===== config.mk =====
export PLATFORM = sky130hd
export DESIGN_NAME = alignment_run_encoder_base64
export DESIGN_NICKNAME = d
export VERILOG_FILES = /design/src/are64_pkg.sv /design/src/are64_front.sv /design/src/are64_fifo.sv /design/src/are64_back.sv /design/src/alignment_run_encoder_base64.sv
export VERILOG_INCLUDE_DIRS = /design/src /design/src/src
export SDC_FILE = /design/constraint.sdc
export NUM_CORES = 1
export LEC_CHECK = 0
export BUFFER_PORTS_ARGS = -buffer_cell sky130_fd_sc_hd__buf_2
export CORE_ASPECT_RATIO = 1.5
export CORE_MARGIN = 3
export CORE_UTILIZATION = 50
export CTS_CLUSTER_DIAMETER = 50
export DETAILED_ROUTE_END_ITERATION = 16
export PLACE_DENSITY = 0.67
export SYNTH_ARGS = -nofsm -noshare
export SYNTH_HDL_FRONTEND = slang
export SYNTH_HIERARCHICAL = 1
export SYNTH_SLANG_ARGS = --single-unit

===== constraint.sdc =====
create_clock -name clk_i -period 5.5 [get_ports clk_i]
set_input_delay 0 -clock clk_i [delete_from_list [all_inputs] [get_ports clk_i]]
set_output_delay 0 -clock clk_i [all_outputs]
set_load 0.02 [all_outputs]

===== src/alignment_run_encoder_base64_defines.svh =====
// ----------------------------------------------------------------------------
// Alignment run encoder - assertion macros
// Shared concurrent assertion forms, clocked on clk_i and quiet in reset.
// ----------------------------------------------------------------------------
`ifndef ALIGNMENT_RUN_ENCODER_BASE64_DEFINES_SVH
`define ALIGNMENT_RUN_ENCODER_BASE64_DEFINES_SVH

// Implication that must hold at every edge outside reset.
`define ARE64_ASSERT_IMP(name, pre, post, msg) \
  name: assert property (@(posedge clk_i) disable iff (!rst_ni) (pre) |-> (post)) \
    else $error(msg);

// Condition that must never be seen outside reset.
`define ARE64_ASSERT_NEVER(name, expr, msg) \
  name: assert property (@(posedge clk_i) disable iff (!rst_ni) !(expr)) \
    else $error(msg);

`endif


===== src/are64_pkg.sv =====
// ----------------------------------------------------------------------------
// are64_pkg
// Types, constants and the base64url character map of the run encoder.
// ----------------------------------------------------------------------------
`timescale 1ns / 1ps

package are64_pkg;

  localparam int RUN_BITS = 16;
  localparam logic [15:0] RUN_MASK = (RUN_BITS >= 16) ? 16'hFFFF :
                                     16'((1 << RUN_BITS) - 1);

  localparam logic [1:0] KIND_M = 2'd0;
  localparam logic [1:0] KIND_I = 2'd1;
  localparam logic [1:0] KIND_D = 2'd2;

  localparam int W_W   = 17;  // run - 1 + 2^order
  localparam int SEG_W = 33;  // header bits plus exp-Golomb code
  localparam int BUF_W = 38;  // leftover bits plus one segment
  localparam int LEN_W = 6;

  typedef struct packed {
    logic             first;
    logic             last;
    logic [SEG_W-1:0] seg;
    logic [LEN_W-1:0] seg_len;
  } are64_ent_t;

  typedef struct packed {
    logic             emitting;
    logic [LEN_W-1:0] cnt;
  } are64_bstat_t;

  function automatic logic [6:0] b64_char(input logic [5:0] v);
    logic [6:0] c;
    if (v < 6'd26)       c = 7'd65 + {1'b0, v};
    else if (v < 6'd52)  c = 7'd71 + {1'b0, v};
    else if (v < 6'd62)  c = {1'b0, v} - 7'd4;
    else if (v == 6'd62) c = 7'd45;
    else                 c = 7'd95;
    return c;
  endfunction

endpackage


===== src/are64_front.sv =====
// ----------------------------------------------------------------------------
// are64_front
// Classify elements: header bits, exp-Golomb word and segment length.
// ----------------------------------------------------------------------------
`timescale 1ns / 1ps

module are64_front import are64_pkg::*; (
  input  logic       clk_i,
  input  logic       rst_ni,
  input  logic       in_valid_i,
  output logic       in_ready_o,
  input  logic [1:0] kind_i,
  input  logic [15:0] run_length_i,
  input  logic       first_i,
  input  logic       last_i,
  output logic       enq_valid_o,
  input  logic       enq_ready_i,
  output are64_ent_t enq_ent_o
);

  logic           s1_valid_q, s1_valid_d;
  logic           s1_match_q;
  logic [W_W-1:0] s1_w_q;
  logic [1:0]     s1_hdr_q, s1_hdr_len_q;
  logic           s1_first_q, s1_last_q;
  logic [1:0]     prev_kind_q;

  logic           in_fire;
  logic [1:0]     kind_fix;
  logic [15:0]    run;
  logic [W_W-1:0] w_d;
  logic [1:0]     hdr_d, hdr_len_d;
  logic           tbit;

  assign in_ready_o = !s1_valid_q || enq_ready_i;
  assign in_fire    = in_valid_i && in_ready_o;

  always_comb begin
    kind_fix = (kind_i == 2'd3) ? KIND_D : kind_i;
    run      = run_length_i & RUN_MASK;
    if (run == 16'd0) run = 16'd1;
    w_d = {1'b0, run} - 17'd1 + ((kind_fix == KIND_M) ? 17'd16 : 17'd1);
    if (prev_kind_q == KIND_D) tbit = (kind_fix == KIND_I);
    else                       tbit = (kind_fix == KIND_D);
    if (first_i) begin
      unique case (kind_fix)
        KIND_M:  begin hdr_d = 2'b01; hdr_len_d = 2'd1; end
        KIND_I:  begin hdr_d = 2'b00; hdr_len_d = 2'd2; end
        default: begin hdr_d = 2'b01; hdr_len_d = 2'd2; end
      endcase
    end else begin
      hdr_d     = {1'b0, tbit};
      hdr_len_d = 2'd1;
    end
  end

  always_comb begin
    s1_valid_d = s1_valid_q;
    if (in_fire)          s1_valid_d = 1'b1;
    else if (enq_ready_i) s1_valid_d = 1'b0;
  end

  always_ff @(posedge clk_i or negedge rst_ni) begin
    if (!rst_ni) begin
      s1_valid_q  <= 1'b0;
      prev_kind_q <= KIND_M;
    end else begin
      s1_valid_q <= s1_valid_d;
      if (in_fire) prev_kind_q <= kind_fix;
    end
  end

  always_ff @(posedge clk_i) begin
    if (in_fire) begin
      s1_match_q   <= (kind_fix == KIND_M);
      s1_w_q       <= w_d;
      s1_hdr_q     <= hdr_d;
      s1_hdr_len_q <= hdr_len_d;
      s1_first_q   <= first_i;
      s1_last_q    <= last_i;
    end
  end

  // Code length: leading zeros plus the word itself.
  logic [4:0]       nb;
  logic [LEN_W-1:0] len;

  always_comb begin
    nb = 5'd0;
    for (int i = 0; i < W_W; i++) begin
      if (s1_w_q[i]) nb = 5'(i + 1);
    end
    len = {nb, 1'b0} - 6'd1 - (s1_match_q ? 6'd4 : 6'd0);
  end

  assign enq_valid_o       = s1_valid_q;
  assign enq_ent_o.first   = s1_first_q;
  assign enq_ent_o.last    = s1_last_q;
  assign enq_ent_o.seg     = (SEG_W'(s1_hdr_q) << len) | SEG_W'(s1_w_q);
  assign enq_ent_o.seg_len = LEN_W'(s1_hdr_len_q) + len;

endmodule


===== src/are64_fifo.sv =====
// ----------------------------------------------------------------------------
// are64_fifo
// Two-entry queue of classified elements between front and back.
// ----------------------------------------------------------------------------
`timescale 1ns / 1ps

module are64_fifo import are64_pkg::*; (
  input  logic       clk_i,
  input  logic       rst_ni,
  input  logic       push_i,
  input  are64_ent_t push_ent_i,
  output logic       full_o,
  input  logic       pop_i,
  output logic       valid_o,
  output are64_ent_t pop_ent_o
);

  are64_ent_t ent_q [2];
  logic       wr_q, rd_q;
  logic [1:0] count_q, count_d;
  logic       do_push, do_pop;

  assign full_o    = (count_q == 2'd2);
  assign valid_o   = (count_q != 2'd0);
  assign do_push   = push_i && !full_o;
  assign do_pop    = pop_i && valid_o;
  assign pop_ent_o = ent_q[rd_q];

  always_comb begin
    count_d = count_q;
    if (do_push && !do_pop)      count_d = count_q + 2'd1;
    else if (do_pop && !do_push) count_d = count_q - 2'd1;
  end

  always_ff @(posedge clk_i or negedge rst_ni) begin
    if (!rst_ni) begin
      wr_q    <= 1'b0;
      rd_q    <= 1'b0;
      count_q <= 2'd0;
    end else begin
      count_q <= count_d;
      if (do_push) wr_q <= !wr_q;
      if (do_pop)  rd_q <= !rd_q;
    end
  end

  always_ff @(posedge clk_i) begin
    if (do_push) ent_q[wr_q] <= push_ent_i;
  end

endmodule


===== src/are64_back.sv =====
// ----------------------------------------------------------------------------
// are64_back
// Bit packer: append segments MSB first, emit 6-bit groups as characters.
// ----------------------------------------------------------------------------
`timescale 1ns / 1ps

module are64_back import are64_pkg::*; (
  input  logic         clk_i,
  input  logic         rst_ni,
  input  logic         q_valid_i,
  input  are64_ent_t   q_ent_i,
  output logic         q_pop_o,
  output logic         out_valid_o,
  input  logic         out_ready_i,
  output logic [6:0]   char_code_o,
  output logic         end_of_domain_o,
  output are64_bstat_t stat_o
);

  logic [BUF_W-1:0] buf_q, buf_d;   // left-aligned pending bits
  logic [LEN_W-1:0] cnt_q, cnt_d;
  logic             last_q;
  logic             out_valid_q;
  logic [6:0]       char_q;
  logic             eod_q;

  logic             emitting, emit_fire, load;
  logic [LEN_W-1:0] base_cnt, sh;
  logic [BUF_W-1:0] base_buf;

  assign emitting  = (cnt_q >= 6'd6) || (last_q && cnt_q != 6'd0);
  assign emit_fire = emitting && (!out_valid_q || out_ready_i);
  assign load      = !emitting && q_valid_i;
  assign q_pop_o   = load;

  always_comb begin
    base_cnt = q_ent_i.first ? '0 : cnt_q;
    base_buf = q_ent_i.first ? '0 : buf_q;
    sh       = LEN_W'(BUF_W) - base_cnt - q_ent_i.seg_len;
    buf_d    = buf_q;
    cnt_d    = cnt_q;
    if (load) begin
      buf_d = base_buf | (BUF_W'(q_ent_i.seg) << sh);
      cnt_d = base_cnt + q_ent_i.seg_len;
    end else if (emit_fire) begin
      // shift out one group; a flush drops the zero padding
      buf_d = buf_q << 6;
      cnt_d = (cnt_q >= 6'd6) ? cnt_q - 6'd6 : '0;
    end
  end

  always_ff @(posedge clk_i or negedge rst_ni) begin
    if (!rst_ni) begin
      buf_q       <= '0;
      cnt_q       <= '0;
      last_q      <= 1'b0;
      out_valid_q <= 1'b0;
    end else begin
      buf_q <= buf_d;
      cnt_q <= cnt_d;
      if (load) last_q <= q_ent_i.last;
      if (emit_fire)        out_valid_q <= 1'b1;
      else if (out_ready_i) out_valid_q <= 1'b0;
    end
  end

  always_ff @(posedge clk_i) begin
    if (emit_fire) begin
      char_q <= b64_char(buf_q[BUF_W-1 -: 6]);
      eod_q  <= last_q && (cnt_q <= 6'd6);
    end
  end

  assign out_valid_o     = out_valid_q;
  assign char_code_o     = char_q;
  assign end_of_domain_o = eod_q;
  assign stat_o.emitting = emitting;
  assign stat_o.cnt      = cnt_q;

endmodule


===== src/alignment_run_encoder_base64.sv =====
// An accepted element is registered in the front stage, queued, then loaded and emitted.
// Throughput: one character per cycle while the output is ready and no load is under way;
// an element holds the packer for one load and then for each of its characters (0 to 7).
// The back-end shift register sets the rate: one 6-bit group a cycle unless stalled.
// Reset clears the queue, the pending bits and the previous kind (match).
// ----------------------------------------------------------------------------
// alignment_run_encoder_base64
// Alignment elements to exp-Golomb bit stream to URL-safe base64 characters.
// ----------------------------------------------------------------------------
`timescale 1ns / 1ps
`include "alignment_run_encoder_base64_defines.svh"

module alignment_run_encoder_base64 import are64_pkg::*; (
  input  logic        clk_i,
  input  logic        rst_ni,
  input  logic        s_axis_tvalid,
  output logic        s_axis_tready,
  input  logic [23:0] s_axis_tdata,  // [1:0] kind, [17:2] run_length, [23:18] zero
  input  logic        s_axis_tuser,  // [0] first_of_domain
  input  logic        s_axis_tlast,  // last_of_domain
  output logic        m_axis_tvalid,
  input  logic        m_axis_tready,
  output logic [7:0]  m_axis_tdata,  // [6:0] char_code, [7] zero
  output logic        m_axis_tlast   // end_of_domain
);

  logic         enq_valid, fifo_full, q_valid, q_pop;
  are64_ent_t   enq_ent, q_ent;
  are64_bstat_t bstat;
  logic [6:0]   char_code;

  are64_front u_front (
    .clk_i        (clk_i),
    .rst_ni       (rst_ni),
    .in_valid_i   (s_axis_tvalid),
    .in_ready_o   (s_axis_tready),
    .kind_i       (s_axis_tdata[1:0]),
    .run_length_i (s_axis_tdata[17:2]),
    .first_i      (s_axis_tuser),
    .last_i       (s_axis_tlast),
    .enq_valid_o  (enq_valid),
    .enq_ready_i  (!fifo_full),
    .enq_ent_o    (enq_ent)
  );

  are64_fifo u_fifo (
    .clk_i      (clk_i),
    .rst_ni     (rst_ni),
    .push_i     (enq_valid),
    .push_ent_i (enq_ent),
    .full_o     (fifo_full),
    .pop_i      (q_pop),
    .valid_o    (q_valid),
    .pop_ent_o  (q_ent)
  );

  are64_back u_back (
    .clk_i           (clk_i),
    .rst_ni          (rst_ni),
    .q_valid_i       (q_valid),
    .q_ent_i         (q_ent),
    .q_pop_o         (q_pop),
    .out_valid_o     (m_axis_tvalid),
    .out_ready_i     (m_axis_tready),
    .char_code_o     (char_code),
    .end_of_domain_o (m_axis_tlast),
    .stat_o          (bstat)
  );

  assign m_axis_tdata = {1'b0, char_code};

  `ARE64_ASSERT_NEVER(a_cnt_range, bstat.cnt > 6'(BUF_W), "pending bit count overran buffer")
  `ARE64_ASSERT_IMP(a_pop_idle, q_pop, !bstat.emitting && q_valid, "segment loaded mid-emission")
  `ARE64_ASSERT_IMP(a_char_set, m_axis_tvalid,
    (m_axis_tdata == 8'd45) || (m_axis_tdata == 8'd95) ||
    (m_axis_tdata >= 8'd48 && m_axis_tdata <= 8'd57) ||
    (m_axis_tdata >= 8'd65 && m_axis_tdata <= 8'd90) ||
    (m_axis_tdata >= 8'd97 && m_axis_tdata <= 8'd122), "character outside base64url set")

endmodule

======== After elaboration in Yosys (flattened, before gate mapping) ========
Memory sizes are Yosys's and may differ from the RTL's.
Cells that the tools add are included.
storage, ports and cells
  word-level logic and storage cells ...... 120
  bits of input ports ..................... 30
  output and inout bits ................... 11
  flip-flop bits (word level) ............. 85
  bits in latches ......................... 0
  memory bits (read-only) ................. 0
  memory bits (writable) .................. 82
  memories ................................ 1
operators by class
  reduce and logical (&&, ||, !) cells .... 27
  mux-type cells .......................... 44
  multiply operators ...................... 0
  $add $sub $neg .......................... 14
  $lt $le $gt $ge ......................... 5
  bitwise logic cells ..................... 2
  divide/modulo/power cells ............... 0
  shift-type cells ........................ 2
  equality and inequality tests ........... 7
memories
  memory        depth  bits a word  read ports  clocked after Yosys merged registers in  write ports  line              RTL
  u_fifo.ent_q  2      41           1           0                                        1            are64_fifo.sv:18  are64_ent_t ent_q [2];
operators with widths
  kind                     count
  $mux W38                 3
  $or A38 B38 Y38          1
  $shl A33 B6 Y38          1
  $or A33 B17 Y33          1
  $shl A2 B6 Y33           1
  $mux W4                  8
  $mux W7                  4
  $mux W6                  4
  $add A17 B17 Y17         1
  $sub A16 B1 Y17 const B  1
  $logic_not A16 Y1        1
  $mux W16                 1
  $mux W3                  5
  $mux W5                  3
  $add A7 B6 Y7 const A    2
  $lt A6 B6 Y1 const B     2
  $mux W2                  6
  $sub A6 B6 Y6            2
  $mux W1                  10
  $logic_and A1 B1 Y1      9
  $eq A2 B2 Y1 const B     4
  $logic_not A1 Y1         8
  $reduce_bool A2 Y1       4
  $sub A6 B3 Y7 const B    1
  16 further kinds         18

======== Logic depth before layout (Yosys ltp) ========
  depth in word-level cells ............... 21
  mapped depth ............................ 17
  gate-level depth less buffers ........... 15

======== By module ========
The synthesis kept the hierarchy.
modules (own cells, without submodules)
  module                        sequential area each (um^2)  area each (um^2)  cells an instance  instances
  are64_back                    1391.3                       5054.8            556                1
  are64_fifo                    2562.5                       3362.0            147                1
  are64_front                   765.7                        2658.8            304                1
  alignment_run_encoder_base64  0.0                          15.0              3                  1

======== Worst setup path after synthesis ========
No wires, ideal clock.
  path kind ............................... register to register
  from .................................... register u_fifo.rd_q
  to ...................................... register u_back.buf_q[35]
  slack ................................... 1.757 ns
  clock period less this slack ............ 3.743 ns
  data required time ...................... 5.410 ns
  setup time .............................. 0.090 ns
  path buffers ............................ 3
  stages on the path, launching flop included .. 14
  arrival ................................. 3.652 ns
  cell sequence ........................... dfrtp_1 -> buf_6 -> buf_12 -> mux2_4 -> nand2b_1 -> ha_1 -> buf_2 -> xor2_1 -> ha_1 -> a21o_2 -> xnor2_2 -> mux4_2 -> mux4_2 -> o221ai_1
RTL lines
  what                    line              RTL
  from (decl)             are64_fifo.sv:19  logic wr_q, rd_q;
  from (signal assigned)  are64_fifo.sv:43  if (do_pop) rd_q <= !rd_q;
  to (signal assigned)    are64_back.sv:59  buf_q <= buf_d;
  to (decl)               are64_back.sv:20  logic [BUF_W-1:0] buf_q, buf_d;

==> results.md <==
- The flow ran to the end, and the final reports show no timing, DRC or antenna violations.
- Counting both buffers and inverters, the worst setup path holds a total of 1.
- The largest net degree at the start of global routing is 54.
- During synthesis, Yosys emitted a total of 6 warnings.
- The first TritonRoute pass finished after 6 iterations.
- The via count of the first global-routing pass is 7687.
- The number of DRC markers after the initial detailed-route iteration is between 500 and 600.
- The average wire per standard cell is around 18 µm.
- Once the floorplan was initialized, standard cells occupied 51.03% of the core.
- The category of cells accounting for the largest share of critical-path delay is adder cells.
- Synthesis produced 1009 cells.
- The number of buffers added by the clock tree synthesis step is 17.
- For this run, the post-layout net count is between 1000 and 1500.
- In this run the vertical extent of the chip is 188.3 µm.
- The standard cell area after detailed placement is ~11000 µm².
- The core region is roughly 22000 µm².
- The smallest clock period supported by the final layout is computed as ~4200 ps.
- The largest single stage delay on the critical path is ~940 ps.
- The max-capacitance violation count is 0.
- The area growth from synthesis to layout is 8.162%.
- The sum of net half-perimeters after detailed placement is approximately 17 mm.
- The setup path with the least slack is of type reg -> reg.
- The first global-routing pass estimated 37.99 mm of wire.
- After routing the design area is about 12000 µm².
- After synthesis, the mean cell area works out to 10.98 µm².
- The ratio of cells with drive above 1 in the final layout is between 10% and 20%.
- Setup repair after global routing left no endpoint under its margin.
- The setup TNS is 0 ps.
- The hold-fix buffer count after cts is 8.
- The worst max-slew margin expressed relative to the limit is approximately 14%.
- After clock tree synthesis, the clock-pin slew on the worst setup and hold paths is about 70 ps.
- The deepest level of the CTS H-tree is 4.
- Setup violations remaining at the end of the flow were counted as 0.
- Row generation in the floorplan step produced 66 rows.
- Dividing the detail-routed via count by the number of cells gives just under 6.
- The critical path goes through mux2_4 -> nand2b_1 -> ha_1 -> ha_1 -> buf_4 -> mux2i_1 -> mux2i_1 -> mux2i_1 -> nor3_1 -> a311oi_1 -> o221ai_1.
- The clock skew is a little over 9 ps.
- The number of diodes added for antenna fixing is 0.
- The maximum root-to-sink buffer count is 2.
- The die footprint is ~24000 µm².
- The post-route fraction of the period consumed by the critical path is about 76%.
- Counting tap cells, the placed design contains a total of 1267 instances.
- The tree built by TritonCTS fans out to around 170 sinks.
- The routed layout has 7705 vias.
- After detailed routing, the total wire length is around 23 mm.
- After global routing the overflow that remains totals 0.
- The number of buffers inserted to repair setup after CTS is 0.
- The count of final max-slew check failures is 0.
- The floorplan die width is between 100 and 150 µm.
- Global routing consumed, over all layers together, roughly 20% of the routing resources.
- The startpoint kind of the worst setup timing path is a flip-flop.
- After filler insertion, the fill cell instance count of the layout stands at between 1500 and 2000.
- By instance count, the cell type seen most on the critical path is sky130_fd_sc_hd__mux2i_1.
- The maximum clock frequency is around 0.24 GHz.
- The transition at the pin with the smallest max-transition slack is ~1300 ps.
- TritonCTS built the clock tree.
- The remaining design rule violation count is 0.
- STA puts the critical path data arrival time at 4460 ps.
- The initial antenna violation count is 0.
- The number of gates resized after CTS was 0.
- Data on the critical path is required at its endpoint by between 5000 and 6000 ps.
- The synthesized netlist occupies a cell area of about 11000 µm².
- The final core utilization is between 50 and 60%.
- The detail route stage leaves a number of antenna-violating nets equal to 0.
- The number of hold-slack violations in the final timing report is 0.
- Routability-driven placement finished with a final weighted congestion of between 0.9 and 1.
- The worst setup path is captured at a flip-flop.
- For this design the top-level I/O count stands at 41.
- The clock root buffer master is sky130_fd_sc_hd__clkbuf_16.
- In this run the worst path has a maximum fanout of 21.
- The count of cells in the finished layout, fillers not included, comes to approximately 1300.
- The largest individual stage delay along the critical path comes from the cell sky130_fd_sc_hd__ha_1.
- The kind of path behind the tightest hold check is in -> reg.
- The clock insertion delay at the later pin of the skew report is 430 ps.
- In this run the tool buffered the top-level ports with 33 buffer cells.
==> worst min-delay path: stages <==
cell and delay, ps:
sky130_fd_sc_hd__buf_2 120, sky130_fd_sc_hd__nand2_1 100, sky130_fd_sc_hd__fa_1 170
==> routing by layer <==
layer  part of all wire [%]  vias to the layer above  global-route usage [%]
li1                       -                     3754                       -
met1                     38                     3739                   20.92
met2                     56                      157                   37.16
met3                    2.7                       55                   2.751
met4                    3.7                        0                   9.538
met5                      0                        -                       0
==> layout by cell type, fill, tap and decap left out, types with 23 or more instances in the layout <==
cell type                  instances
sky130_fd_sc_hd__nand2_1          72
sky130_fd_sc_hd__a21oi_1          45
sky130_fd_sc_hd__buf_2            33
sky130_fd_sc_hd__ha_1             45
sky130_fd_sc_hd__o21ai_0          39
sky130_fd_sc_hd__nand3_1          23
sky130_fd_sc_hd__xnor2_1          23
sky130_fd_sc_hd__mux2i_1          62
sky130_fd_sc_hd__dfrtp_1          52
sky130_fd_sc_hd__nor2_1           55
sky130_fd_sc_hd__edfxtp_1        113
sky130_fd_sc_hd__a22oi_1          24
sky130_fd_sc_hd__inv_1            66
sky130_fd_sc_hd__mux2_4           39
==> final timing paths <==
check	to	start	slack, ps	cells past startpoint
min in group asynchronous	u_back/cnt_q[2]	rst_ni	220	3
max in group asynchronous	u_fifo/rd_q	rst_ni	4790	3
max reg2reg	u_back/buf_q[32]	u_fifo/rd_q	1330	11
max	u_back/buf_q[32]	u_fifo/rd_q	1330	11
min reg2reg	u_fifo/ent_q[1][39]	u_front/s1_last_q	470	0
min	u_front/s1_w_q[2]	s_axis_tdata[4]	60	3
==> through the flow <==
stage,setup WS [ps],hold slack [ps]
after global routing,1106,79.58
after floorplan,1757,-295.6
after CTS,1343,37.40
final,1331,60.49
after detailed placement,1345,170.4
after global placement,1369,170.8
==> flip-flops by register name, indices dropped and copies added, names as in the netlist <==
| register | flops |
|---|---|
| u_front/s1_hdr_len_q | 2 |
| u_fifo/ent_q | 82 |
| u_front/s1_first_q | 1 |
| u_front/s1_w_q | 17 |
| u_back/out_valid_o | 1 |
| u_front/s1_hdr_q | 1 |
| u_front/prev_kind_q | 2 |
| u_front/s1_last_q | 1 |
| u_fifo/count_q | 2 |
| u_back/char_code_o | 7 |
| u_front/s1_match_q | 1 |
| u_back/end_of_domain_o | 1 |
| u_fifo/wr_q | 1 |
| u_front/enq_valid_o | 1 |
| u_fifo/rd_q | 1 |
| u_back/cnt_q | 6 |
| u_back/buf_q | 38 |
| u_back/last_q | 1 |
==> area by class of cell <==
class	count	area (µm²)	share of cell area, %
clock buffer	17	425.4	3.549
clock inverter	15	182.7	1.524
inverter	69	259.0	2.161
multi-input combinational	712	5702	47.56
sequential	166	4721	39.38
tap	272	340.3	2.839
timing repair buffer	56	357.8	2.985
Power is left out: the tool's default activity adds up to more than one toggle a clock period on the data nets, which glitch-free logic cannot reach.
